--- config.mk ---
export PLATFORM = sky130hd
export DESIGN_NAME = i2c_bit_level_master
export DESIGN_NICKNAME = d
export VERILOG_FILES = /design/src/hdl/i2cbm_pkg.sv /design/src/hdl/i2cbm_front.sv /design/src/hdl/i2cbm_engine.sv /design/src/hdl/i2c_bit_level_master.sv
export SDC_FILE = /design/constraint.sdc
export NUM_CORES = 1
export LEC_CHECK = 0
export ABC_CLOCK_PERIOD_IN_PS = 5300
export BUFFER_PORTS_ARGS = -buffer_cell sky130_fd_sc_hd__buf_2
export CORE_ASPECT_RATIO = 1.2
export CORE_MARGIN = 2
export CORE_UTILIZATION = 60
export CTS_CLUSTER_DIAMETER = 30
export DETAILED_ROUTE_END_ITERATION = 7
export PLACE_DENSITY = 0.8
export SYNTH_ARGS = -nofsm -noshare
export SYNTH_HDL_FRONTEND = slang
export SYNTH_HIERARCHICAL = 1
export SYNTH_SLANG_ARGS = --single-unit
--- constraint.sdc ---
create_clock -name clk_i -period 5.3 [get_ports clk_i]
set_input_delay 0.53 -clock clk_i [delete_from_list [all_inputs] [get_ports clk_i]]
set_output_delay 0.53 -clock clk_i [all_outputs]
set_load 0.02 [all_outputs]
--- src/hdl/i2cbm_pkg.sv ---
// Shared types and constants for the I2C bit-level master.
`timescale 1ns / 1ps

package i2cbm_pkg;

  localparam int unsigned BYTE_BITS = 8;
  localparam int unsigned TPU_W     = 10;
  localparam int unsigned POLL_W    = 8;
  localparam int unsigned DLY_W     = TPU_W + 2;
  localparam int unsigned CFG_IDX_W = 2;
  localparam int unsigned CFG_DAT_W = 10;

  localparam logic [2:0] OP_NONE  = 3'd0;
  localparam logic [2:0] OP_START = 3'd1;
  localparam logic [2:0] OP_STOP  = 3'd2;
  localparam logic [2:0] OP_WRITE = 3'd3;
  localparam logic [2:0] OP_WAIT  = 3'd4;
  localparam logic [2:0] OP_READ  = 3'd5;

  localparam logic [CFG_IDX_W-1:0] CFG_TICKS_PER_UNIT = 2'd0;
  localparam logic [CFG_IDX_W-1:0] CFG_ACK_POLL_LIMIT = 2'd1;

  localparam logic [TPU_W-1:0]  TPU_RESET     = 10'd8;
  localparam logic [TPU_W-1:0]  TPU_WIDTH_ONE = 10'd1;
  localparam logic [POLL_W-1:0] POLL_RESET    = 8'd250;

  typedef enum logic [2:0] {
    CMD_NONE,
    CMD_START,
    CMD_STOP,
    CMD_WRITE,
    CMD_WAIT,
    CMD_READ
  } cmd_e;

  typedef struct packed {
    cmd_e                 cmd;
    logic [BYTE_BITS-1:0] tx_byte;
    logic                 send_ack;
    logic                 sda_in;
  } beat_t;

  typedef struct packed {
    logic  valid;
    beat_t beat;
  } head_t;

endpackage

--- src/hdl/i2cbm_front.sv ---
// Front end: accepts tick beats, decodes the opcode and queues them for the engine.
`timescale 1ns / 1ps

module i2cbm_front (
  input  logic                            clk_i,
  input  logic                            rst_ni,
  input  logic                            in_valid_i,
  output logic                            in_ready_o,
  input  logic [2:0]                      opcode_i,
  input  logic [i2cbm_pkg::BYTE_BITS-1:0] tx_byte_i,
  input  logic                            send_ack_i,
  input  logic                            sda_in_i,
  output i2cbm_pkg::head_t                head_o,
  input  logic                            pop_i
);

  localparam int unsigned DEPTH = 2;

  i2cbm_pkg::beat_t mem_q [DEPTH];
  logic             wptr_q, wptr_d;
  logic             rptr_q, rptr_d;
  logic [1:0]       cnt_q, cnt_d;
  i2cbm_pkg::cmd_e  cmd;
  i2cbm_pkg::beat_t beat;
  logic             push;
  logic             pop;

  // unused opcodes decode to no command
  always_comb begin
    case (opcode_i)
      i2cbm_pkg::OP_START: cmd = i2cbm_pkg::CMD_START;
      i2cbm_pkg::OP_STOP:  cmd = i2cbm_pkg::CMD_STOP;
      i2cbm_pkg::OP_WRITE: cmd = i2cbm_pkg::CMD_WRITE;
      i2cbm_pkg::OP_WAIT:  cmd = i2cbm_pkg::CMD_WAIT;
      i2cbm_pkg::OP_READ:  cmd = i2cbm_pkg::CMD_READ;
      default:             cmd = i2cbm_pkg::CMD_NONE;
    endcase
  end

  assign beat.cmd      = cmd;
  assign beat.tx_byte  = tx_byte_i;
  assign beat.send_ack = send_ack_i;
  assign beat.sda_in   = sda_in_i;

  assign in_ready_o  = (cnt_q != 2'(DEPTH));
  assign push        = in_valid_i & in_ready_o;
  assign pop         = pop_i & (cnt_q != 2'd0);
  assign head_o.valid = (cnt_q != 2'd0);
  assign head_o.beat  = mem_q[rptr_q];

  always_comb begin
    wptr_d = push ? ~wptr_q : wptr_q;
    rptr_d = pop ? ~rptr_q : rptr_q;
    cnt_d  = cnt_q + {1'b0, push} - {1'b0, pop};
  end

  always_ff @(posedge clk_i) begin
    if (push) begin
      mem_q[wptr_q] <= beat;
    end
  end

  always_ff @(posedge clk_i or negedge rst_ni) begin
    if (!rst_ni) begin
      wptr_q <= 1'b0;
      rptr_q <= 1'b0;
      cnt_q  <= 2'd0;
    end else begin
      wptr_q <= wptr_d;
      rptr_q <= rptr_d;
      cnt_q  <= cnt_d;
    end
  end

endmodule

--- src/hdl/i2cbm_engine.sv ---
// Back end: SCL/SDA bit sequencer with delay counter, ack polling and result register.
`timescale 1ns / 1ps

module i2cbm_engine (
  input  logic                               clk_i,
  input  logic                               rst_ni,
  input  logic                               cfg_we_i,
  input  logic [i2cbm_pkg::CFG_IDX_W-1:0]    cfg_idx_i,
  input  logic [i2cbm_pkg::CFG_DAT_W-1:0]    cfg_wdata_i,
  input  i2cbm_pkg::head_t                   head_i,
  output logic                               pop_o,
  output logic                               out_valid_o,
  input  logic                               out_ready_i,
  output logic                               scl_level_o,
  output logic                               sda_drive_o,
  output logic                               busy_res_o,
  output logic                               done_res_o,
  output logic [i2cbm_pkg::BYTE_BITS-1:0]    rx_byte_o,
  output logic                               ack_failed_o
);

  typedef enum logic [3:0] {
    PH_IDLE, PH_S1, PH_S2, PH_P1, PH_P2, PH_A1, PH_A2, PH_A3,
    PH_W1, PH_W2, PH_W3, PH_R1, PH_R2, PH_K1, PH_K2
  } phase_e;

  localparam int unsigned BW = i2cbm_pkg::BYTE_BITS;
  localparam int unsigned DW = i2cbm_pkg::DLY_W;

  phase_e                          phase_q, phase_d;
  logic [3:0]                      bit_q, bit_d;
  logic [BW-1:0]                   shift_q, shift_d;
  logic [DW-1:0]                   dly_q, dly_d;
  logic [i2cbm_pkg::POLL_W-1:0]    poll_q, poll_d;
  logic                            scl_q, scl_d;
  logic                            sda_q, sda_d;
  logic                            ack_q, ack_d;
  logic                            fail_q, fail_d;
  logic [BW-1:0]                   rx_q, rx_d;
  logic                            done;
  logic                            ovalid_q, ovalid_d;
  logic                            obusy_q, odone_q;
  logic [i2cbm_pkg::TPU_W-1:0]     tpu_q;
  logic [i2cbm_pkg::POLL_W-1:0]    limit_q;
  logic [i2cbm_pkg::TPU_W-1:0]     t;
  logic [DW-1:0]                   unit1, unit2, unit4;
  i2cbm_pkg::beat_t                b;

  assign b     = head_i.beat;
  assign pop_o = head_i.valid & (~ovalid_q | out_ready_i);

  // a zero tick count acts as one tick
  assign t     = (tpu_q == '0) ? i2cbm_pkg::TPU_WIDTH_ONE : tpu_q;
  assign unit1 = {2'b00, t};
  assign unit2 = {1'b0, t, 1'b0};
  assign unit4 = {t, 2'b00};

  always_comb begin
    phase_d = phase_q;
    bit_d   = bit_q;
    shift_d = shift_q;
    dly_d   = dly_q;
    poll_d  = poll_q;
    scl_d   = scl_q;
    sda_d   = sda_q;
    ack_d   = ack_q;
    fail_d  = fail_q;
    rx_d    = rx_q;
    done    = 1'b0;
    if (pop_o) begin
      case (phase_q)
        PH_IDLE: begin
          if (b.cmd != i2cbm_pkg::CMD_NONE) begin
            fail_d = 1'b0;
            bit_d  = '0;
            poll_d = '0;
          end
          case (b.cmd)
            i2cbm_pkg::CMD_START: begin
              sda_d = 1'b1; scl_d = 1'b1; phase_d = PH_S1; dly_d = unit4;
            end
            i2cbm_pkg::CMD_STOP: begin
              sda_d = 1'b0; scl_d = 1'b0; phase_d = PH_P1; dly_d = unit4;
            end
            i2cbm_pkg::CMD_WRITE: begin
              scl_d   = 1'b0;
              sda_d   = b.tx_byte[BW-1];
              shift_d = {b.tx_byte[BW-2:0], 1'b0};
              phase_d = PH_W1;
              dly_d   = unit2;
            end
            i2cbm_pkg::CMD_WAIT: begin
              sda_d = 1'b1; phase_d = PH_A1; dly_d = unit1;
            end
            i2cbm_pkg::CMD_READ: begin
              ack_d   = b.send_ack;
              shift_d = '0;
              sda_d   = 1'b1;
              scl_d   = 1'b0;
              phase_d = PH_R1;
              dly_d   = unit2;
            end
            default: ;
          endcase
        end
        PH_A3: begin
          if (!b.sda_in) begin
            scl_d   = 1'b0;
            phase_d = PH_IDLE;
            done    = 1'b1;
          end else if (poll_q >= limit_q) begin
            // acknowledge timed out: flag it and run a stop
            fail_d  = 1'b1;
            scl_d   = 1'b0;
            sda_d   = 1'b0;
            phase_d = PH_P1;
            dly_d   = unit4;
          end else begin
            poll_d = poll_q + 1'b1;
          end
        end
        default: begin
          if (dly_q > DW'(1)) begin
            dly_d = dly_q - 1'b1;
          end else begin
            case (phase_q)
              PH_S1: begin sda_d = 1'b0; phase_d = PH_S2; dly_d = unit4; end
              PH_S2: begin scl_d = 1'b0; phase_d = PH_IDLE; done = 1'b1; end
              PH_P1: begin
                scl_d = 1'b1; sda_d = 1'b1; phase_d = PH_P2; dly_d = unit4;
              end
              PH_P2: begin phase_d = PH_IDLE; done = 1'b1; end
              PH_A1: begin scl_d = 1'b1; phase_d = PH_A2; dly_d = unit1; end
              PH_A2: begin phase_d = PH_A3; poll_d = '0; end
              PH_W1: begin scl_d = 1'b1; phase_d = PH_W2; dly_d = unit2; end
              PH_W2: begin scl_d = 1'b0; phase_d = PH_W3; dly_d = unit2; end
              PH_W3: begin
                bit_d = bit_q + 1'b1;
                if (bit_d >= 4'(BW)) begin
                  phase_d = PH_IDLE;
                  done    = 1'b1;
                end else begin
                  sda_d   = shift_q[BW-1];
                  shift_d = {shift_q[BW-2:0], 1'b0};
                  phase_d = PH_W1;
                  dly_d   = unit2;
                end
              end
              PH_R1: begin
                scl_d   = 1'b1;
                shift_d = {shift_q[BW-2:0], b.sda_in};
                phase_d = PH_R2;
                dly_d   = unit1;
              end
              PH_R2: begin
                bit_d = bit_q + 1'b1;
                scl_d = 1'b0;
                if (bit_d >= 4'(BW)) begin
                  rx_d    = shift_q;
                  sda_d   = ~ack_q;
                  phase_d = PH_K1;
                end else begin
                  phase_d = PH_R1;
                end
                dly_d = unit2;
              end
              PH_K1: begin scl_d = 1'b1; phase_d = PH_K2; dly_d = unit2; end
              PH_K2: begin scl_d = 1'b0; phase_d = PH_IDLE; done = 1'b1; end
              default: phase_d = PH_IDLE;
            endcase
          end
        end
      endcase
    end
    // hold the result until it is taken
    if (pop_o) begin
      ovalid_d = 1'b1;
    end else if (out_ready_i) begin
      ovalid_d = 1'b0;
    end else begin
      ovalid_d = ovalid_q;
    end
  end

  always_ff @(posedge clk_i or negedge rst_ni) begin
    if (!rst_ni) begin
      phase_q  <= PH_IDLE;
      bit_q    <= '0;
      shift_q  <= '0;
      dly_q    <= '0;
      poll_q   <= '0;
      scl_q    <= 1'b1;
      sda_q    <= 1'b1;
      ack_q    <= 1'b0;
      fail_q   <= 1'b0;
      rx_q     <= '0;
      ovalid_q <= 1'b0;
      obusy_q  <= 1'b0;
      odone_q  <= 1'b0;
      tpu_q    <= i2cbm_pkg::TPU_RESET;
      limit_q  <= i2cbm_pkg::POLL_RESET;
    end else begin
      phase_q  <= phase_d;
      bit_q    <= bit_d;
      shift_q  <= shift_d;
      dly_q    <= dly_d;
      poll_q   <= poll_d;
      scl_q    <= scl_d;
      sda_q    <= sda_d;
      ack_q    <= ack_d;
      fail_q   <= fail_d;
      rx_q     <= rx_d;
      ovalid_q <= ovalid_d;
      if (pop_o) begin
        obusy_q <= (phase_d != PH_IDLE);
        odone_q <= done;
      end
      if (cfg_we_i && cfg_idx_i == i2cbm_pkg::CFG_TICKS_PER_UNIT) begin
        tpu_q <= cfg_wdata_i[i2cbm_pkg::TPU_W-1:0];
      end
      if (cfg_we_i && cfg_idx_i == i2cbm_pkg::CFG_ACK_POLL_LIMIT) begin
        limit_q <= cfg_wdata_i[i2cbm_pkg::POLL_W-1:0];
      end
    end
  end

  // line and byte state only moves on a pop, so it doubles as the result payload
  assign out_valid_o  = ovalid_q;
  assign scl_level_o  = scl_q;
  assign sda_drive_o  = sda_q;
  assign busy_res_o   = obusy_q;
  assign done_res_o   = odone_q;
  assign rx_byte_o    = rx_q;
  assign ack_failed_o = fail_q;

endmodule

--- src/hdl/i2c_bit_level_master.sv ---
// Top level of the tick-driven I2C bit-level master.
//
//  channel  | handshake               | payload
//  ---------+-------------------------+----------------------------------------------
//  in       | in_valid_i / in_ready_o | opcode_i, tx_byte_i, send_ack_i, sda_in_i
//  out      | out_valid_o/out_ready_i | scl_level_o, sda_drive_o, busy_res_o,
//           |                         | done_res_o, rx_byte_o, ack_failed_o
//  cfg      | cfg_we_i                | cfg_idx_i, cfg_wdata_i
//
// One tick beat is taken per cycle while in_ready_o is high; each beat is queued and
// then its result is registered. Throughput is one beat per cycle while out is not stalled.
// A two-entry queue parts the decode front from the sequencer; the result register
// keeps popping while the consumer takes results, and a stalled output backs up into
// the queue and then into in_ready_o. Reset puts SCL and SDA released and the engine idle.
`timescale 1ns / 1ps

module i2c_bit_level_master (
  input  logic                               clk_i,
  input  logic                               rst_ni,
  input  logic                               cfg_we_i,
  input  logic [i2cbm_pkg::CFG_IDX_W-1:0]    cfg_idx_i,
  input  logic [i2cbm_pkg::CFG_DAT_W-1:0]    cfg_wdata_i,
  input  logic                               in_valid_i,
  output logic                               in_ready_o,
  input  logic [2:0]                         opcode_i,
  input  logic [i2cbm_pkg::BYTE_BITS-1:0]    tx_byte_i,
  input  logic                               send_ack_i,
  input  logic                               sda_in_i,
  output logic                               out_valid_o,
  input  logic                               out_ready_i,
  output logic                               scl_level_o,
  output logic                               sda_drive_o,
  output logic                               busy_res_o,
  output logic                               done_res_o,
  output logic [i2cbm_pkg::BYTE_BITS-1:0]    rx_byte_o,
  output logic                               ack_failed_o
);

  i2cbm_pkg::head_t head;
  logic             pop;

  i2cbm_front u_front (
    .clk_i      (clk_i),
    .rst_ni     (rst_ni),
    .in_valid_i (in_valid_i),
    .in_ready_o (in_ready_o),
    .opcode_i   (opcode_i),
    .tx_byte_i  (tx_byte_i),
    .send_ack_i (send_ack_i),
    .sda_in_i   (sda_in_i),
    .head_o     (head),
    .pop_i      (pop)
  );

  i2cbm_engine u_engine (
    .clk_i        (clk_i),
    .rst_ni       (rst_ni),
    .cfg_we_i     (cfg_we_i),
    .cfg_idx_i    (cfg_idx_i),
    .cfg_wdata_i  (cfg_wdata_i),
    .head_i       (head),
    .pop_o        (pop),
    .out_valid_o  (out_valid_o),
    .out_ready_i  (out_ready_i),
    .scl_level_o  (scl_level_o),
    .sda_drive_o  (sda_drive_o),
    .busy_res_o   (busy_res_o),
    .done_res_o   (done_res_o),
    .rx_byte_o    (rx_byte_o),
    .ack_failed_o (ack_failed_o)
  );

endmodule
==> impl_results.html <==
<table>
<tr><th>Metric</th><th>Value</th></tr>
<tr><th colspan="2">Outcome</th></tr>
<tr><td>Result of the run</td><td>finished, final reports clean</td></tr>
<tr><th colspan="2">Global route</th></tr>
<tr><td>Antenna violations before repair</td><td>0</td></tr>
<tr><td>Via count of the first global-routing pass</td><td>4,990</td></tr>
<tr><td>Total global routing track utilization</td><td>a little under 30%</td></tr>
<tr><td>Total grt overflow</td><td>0</td></tr>
<tr><td>Global-route wire length before repair</td><td>24,700 um</td></tr>
<tr><td>Largest net degree at the start of global routing</td><td>74</td></tr>
<tr><th colspan="2">Placed design</th></tr>
<tr><td>Detailed placement HPWL</td><td>10,300 um</td></tr>
<tr><td>Port Buffer Count</td><td>44</td></tr>
<tr><td>Final weighted congestion in routability-driven placement</td><td>0.936</td></tr>
<tr><th colspan="2">Drt</th></tr>
<tr><td>Per-cell routed wire length</td><td>19.9 um</td></tr>
<tr><td>Antenna viol nets, final</td><td>0</td></tr>
<tr><td>Wire length after detailed routing</td><td>14,800 um</td></tr>
<tr><td>Via density per instance</td><td>6.66</td></tr>
<tr><td>Number of design rule violations left after detail routing</td><td>0</td></tr>
<tr><td>Initial DRC count</td><td>545</td></tr>
<tr><td>Detailed-route via count</td><td>around 5,000</td></tr>
<tr><td>Detailed-router iteration count before antenna repair</td><td>7</td></tr>
<tr><th colspan="2">Timing</th></tr>
<tr><td>Slew at the pin with the worst max-slew slack</td><td>1260 ps</td></tr>
<tr><td>Share of the clock period used by the worst path after layout</td><td>64.1%</td></tr>
<tr><td>Clock skew</td><td>6.51 ps</td></tr>
<tr><td>Number of endpoints with negative hold slack in the final report</td><td>0</td></tr>
<tr><td>Number of failing setup endpoints in the final timing report</td><td>0</td></tr>
<tr><td>Minimum clock period</td><td>3400 ps</td></tr>
<tr><td>Achievable clock frequency</td><td>0.294 GHz</td></tr>
<tr><td>RSZ-0062 raised after global routing</td><td>no</td></tr>
<tr><td>Max-slew violation count</td><td>0</td></tr>
<tr><td>Worst rel slew slack</td><td>between 10% and 20%</td></tr>
<tr><td>Final setup TNS</td><td>0 ps</td></tr>
<tr><td>Hold Worst Slack</td><td>324 ps</td></tr>
<tr><th colspan="2">Synthesis</th></tr>
<tr><td>Ys flop type</td><td>sky130_fd_sc_hd__dfrtp_1</td></tr>
<tr><td>Mapped Area</td><td>6050 um2</td></tr>
<tr><td>Cells after synthesis</td><td>599</td></tr>
<tr><td>Number of distinct standard cells referenced by the synthesized netlist</td><td>80</td></tr>
<tr><td>Fraction of synthesis flops using an asynchronous set or reset pin</td><td>about three quarters</td></tr>
<tr><td>Flip-flop and latch count after synthesis</td><td>99</td></tr>
<tr><td>Fraction of the yosys area taken by sequential cells</td><td>43.3%</td></tr>
<tr><td>Average instance area after synthesis</td><td>10.1 um2</td></tr>
<tr><td>Post-synth net total</td><td>around 650</td></tr>
<tr><td>Syn. warnings</td><td>6</td></tr>
<tr><td>Number of flops mapped to enable cells by yosys</td><td>26</td></tr>
<tr><th colspan="2">Setup path</th></tr>
<tr><td>Sort of element at the end of the critical path</td><td>flop</td></tr>
<tr><td>Worst reg2reg path endpoint</td><td>u_engine/rx_byte_o[6]</td></tr>
<tr><td>Reg-to-reg critical path startpoint</td><td>u_engine/dly_q[1]</td></tr>
<tr><td>Register-to-register path setup slack</td><td>1900 ps</td></tr>
<tr><td>Largest delay contributor family on the critical path</td><td>simple AND/OR/NAND/NOR gates</td></tr>
<tr><td>Worst EP required</td><td>5530 ps</td></tr>
<tr><td>Max FO, Critical Path</td><td>14</td></tr>
<tr><td>Critical Path Max Stage Delay</td><td>~1000 ps</td></tr>
<tr><td>Critical Path Start Type</td><td>flop</td></tr>
<tr><td>Arrival time of the worst setup path</td><td>3630 ps</td></tr>
<tr><td>CP Class</td><td>reg -&gt; reg</td></tr>
<tr><td>Critical path, cell by cell</td><td>inv_1 -&gt; ha_1 -&gt; nor2_1 -&gt; nor4b_2 -&gt; and2_1 -&gt; and3_1 -&gt; mux2_2</td></tr>
<tr><td>Depth of the most critical reg-to-reg path</td><td>7</td></tr>
<tr><td>Master of the slowest instance on the critical path</td><td>sky130_fd_sc_hd__nor4b_2</td></tr>
<tr><td>Critical path buffer and inverter count</td><td>1</td></tr>
<tr><th colspan="2">Pwr</th></tr>
<tr><td>P per Cell Area</td><td>399 nW/um2</td></tr>
<tr><td>Total leakage power</td><td>between 2 and 3 nW</td></tr>
<tr><td>Max IR drop VDD</td><td>278 uV</td></tr>
<tr><th colspan="2">Cells and area</th></tr>
<tr><td>Synthesis-to-finish area growth</td><td>8.37%</td></tr>
<tr><td>Layout cell share with drive strength beyond 1</td><td>20.1%</td></tr>
<tr><td>Most common library cell in the layout ignoring fill and taps</td><td>sky130_fd_sc_hd__dfrtp_1</td></tr>
<tr><td>Sequential cell area</td><td>roughly 2600 um2</td></tr>
<tr><td>Fill cell total of the finished layout</td><td>801</td></tr>
<tr><td>Antenna fix cells</td><td>0</td></tr>
<tr><td>Area used by multi-input combinational logic</td><td>3110 um2</td></tr>
<tr><td>Number of nets in the final layout</td><td>661</td></tr>
<tr><td>Most frequent cells in the layout</td><td>sky130_fd_sc_hd__dfrtp_1, sky130_fd_sc_hd__buf_2, sky130_fd_sc_hd__nor2_1</td></tr>
<tr><th colspan="2">Die</th></tr>
<tr><td>Full die area</td><td>about 11,000 um2</td></tr>
<tr><td>Count of boundary I/O pins</td><td>45</td></tr>
<tr><td>X dimension of the die</td><td>95.7 um</td></tr>
<tr><td>Initial Utilization</td><td>61.1%</td></tr>
<tr><td>Chip height</td><td>114 um</td></tr>
<tr><td>Number of rows created at floorplan</td><td>40</td></tr>
<tr><td>Core box area</td><td>9910 um2</td></tr>
<tr><th colspan="2">Clock tree</th></tr>
<tr><td>Number of setup buffers added after CTS</td><td>0</td></tr>
<tr><td>Post_cts resized</td><td>0</td></tr>
<tr><td>Clock-pin slew reported for the worst setup and hold paths after clock tree synthesis</td><td>approximately 70 ps</td></tr>
<tr><td>Num CTS Buffers</td><td>9</td></tr>
<tr><td>Number of sinks driven by the clock tree</td><td>99</td></tr>
<tr><td>Clock tree from TritonCTS</td><td>built</td></tr>
<tr><td>Number of buffers inserted by hold repair at cts</td><td>0</td></tr>
<tr><td>H-tree depth</td><td>3</td></tr>
<tr><td>Clk Latency, worst-skew pair</td><td>340 ps</td></tr>
<tr><td>Number of buffers on the longest clock path</td><td>2</td></tr>
<tr><td>Clock root buffer master</td><td>sky130_fd_sc_hd__clkbuf_16</td></tr>
<tr><th colspan="2">Hold path</th></tr>
<tr><td>Classification of the worst-slack hold path</td><td>in -&gt; async</td></tr>
<tr><th colspan="2">Run</th></tr>
<tr><td>Number of maximum-capacitance constraint violations</td><td>0</td></tr>
</table>
==> logic make-up (layout without fill, tap and decap cells) <==
kind of cell             count (synthesis)  count (layout)  share of synthesized area, %
buffers and inverters                   72              91                          5.39
AND/OR/NAND/NOR                        176             176                          15.7
XOR/XNOR                                12              12                          1.74
AO/OA/AOI/OAI                          160             160                          18.7
adder cells (fa/ha/maj)                 18              18                          3.72
multiplexers                            62              62                          11.4
flip-flops                              99              99                          43.3
==> state kept, by name, indices dropped and copies added (netlist names) <==
register and cells:
u_front/mem_q 26, u_engine/dly_q 12, u_engine/tpu_q 10, u_engine/limit_q 8
u_engine/poll_q 8, u_engine/rx_byte_o 8, u_engine/shift_q 8, u_engine/bit_q 4
u_engine/phase_q 4, u_front/cnt_q 2, u_engine/ack_failed_o 1, u_engine/ack_q 1
u_engine/busy_res_o 1, u_engine/done_res_o 1, u_engine/out_valid_o 1, u_engine/scl_level_o 1
u_engine/sda_drive_o 1, u_front/rptr_q 1, u_front/wptr_q 1
==> Yosys cell counts, types with 6 or more instances <==
library cell	instances	area [um2]
sky130_fd_sc_hd__nand3_1	15	75.1
sky130_fd_sc_hd__nand2_1	35	131
sky130_fd_sc_hd__ha_1	18	225
sky130_fd_sc_hd__a21o_1	7	52.6
sky130_fd_sc_hd__buf_2	11	55.1
sky130_fd_sc_hd__a221o_1	6	60.1
sky130_fd_sc_hd__nor3_1	12	60.1
sky130_fd_sc_hd__xnor2_1	7	61.3
sky130_fd_sc_hd__mux2_1	14	158
sky130_fd_sc_hd__o31ai_1	6	45.0
sky130_fd_sc_hd__o21a_1	6	45.0
sky130_fd_sc_hd__a21oi_1	35	175
sky130_fd_sc_hd__clkbuf_1	19	71.3
sky130_fd_sc_hd__a22oi_1	15	113
sky130_fd_sc_hd__nor4_1	7	43.8
sky130_fd_sc_hd__and3_1	8	50.1
sky130_fd_sc_hd__o21ai_0	25	125
sky130_fd_sc_hd__dfstp_2	9	236
sky130_fd_sc_hd__nor2b_1	8	50.1
sky130_fd_sc_hd__a31oi_1	9	56.3
sky130_fd_sc_hd__inv_1	28	105
sky130_fd_sc_hd__nand2b_1	8	50.1
sky130_fd_sc_hd__nor2_1	41	154
sky130_fd_sc_hd__edfxtp_1	26	781
sky130_fd_sc_hd__mux2_2	34	383
sky130_fd_sc_hd__mux2i_1	13	130
sky130_fd_sc_hd__buf_1	6	22.5
sky130_fd_sc_hd__dfrtp_1	64	1600
==> layout make-up <==
type	count	share of cell area, %
well taps	126	2.40
clock inverters	5	1.26
repair buffers	47	3.74
flip-flops and latches	99	39.9
multi-input cells	428	47.4
inverters	28	1.60
clock buffers	11	3.70
==> through the flow <==
| step | std cells | utilization [%] | worst slack (ps) | total power, mW | area (um2) |
|---|---|---|---|---|---|
| detailed placement | 728 | 62.9 | 2020 | 1.89 | 6240 |
| floorplan | 599 | - | 2740 | 1.69 | 6050 |
| CTS | 744 | 66.2 | 1990 | 2.61 | 6560 |
| global placement | 728 | 62.9 | 2150 | 1.85 | 6240 |
| finish | 744 | 66.2 | 1900 | 2.62 | 6560 |
| global route | 744 | 66.2 | 1670 | 2.77 | 6560 |
==> how the worst max path moves through the flow <==
stage	cells after the start	to	from	slack, ps
after floorplan	10	u_engine/shift_q[4]	u_front/rptr_q	2740
after global placement	7	u_engine/shift_q[0]	u_front/rptr_q	2150
after detailed placement	7	u_engine/rx_byte_o[4]	u_engine/dly_q[1]	2020
after CTS	7	u_engine/rx_byte_o[6]	u_engine/dly_q[1]	1990
after global routing	7	u_engine/shift_q[0]	u_front/rptr_q	1670
final	7	u_engine/rx_byte_o[6]	u_engine/dly_q[1]	1900
==> per-layer routing <==
metal | wire, um | track usage [%] | up-vias
met1 | 5760 | 36.5 | 2397
met2 | 7570 | 50.0 | 245
met3 | 850 | 4.03 | 60
li1 | - | - | 2256
met5 | 0 | 0 | -
met4 | 621 | 12.8 | 0
==> report_power, final <==
group | internal, mW | leakage [nW] | total (mW) | switching [mW]
logic | 0.347 | 1.47 | 0.810 | 0.464
clock network | 0.429 | 0.157 | 0.719 | 0.290
registers | 0.942 | 1.14 | 1.09 | 0.146
total | 1.72 | 2.77 | 2.62 | 0.900
Note: power is estimated with default switching activity, not from simulation.
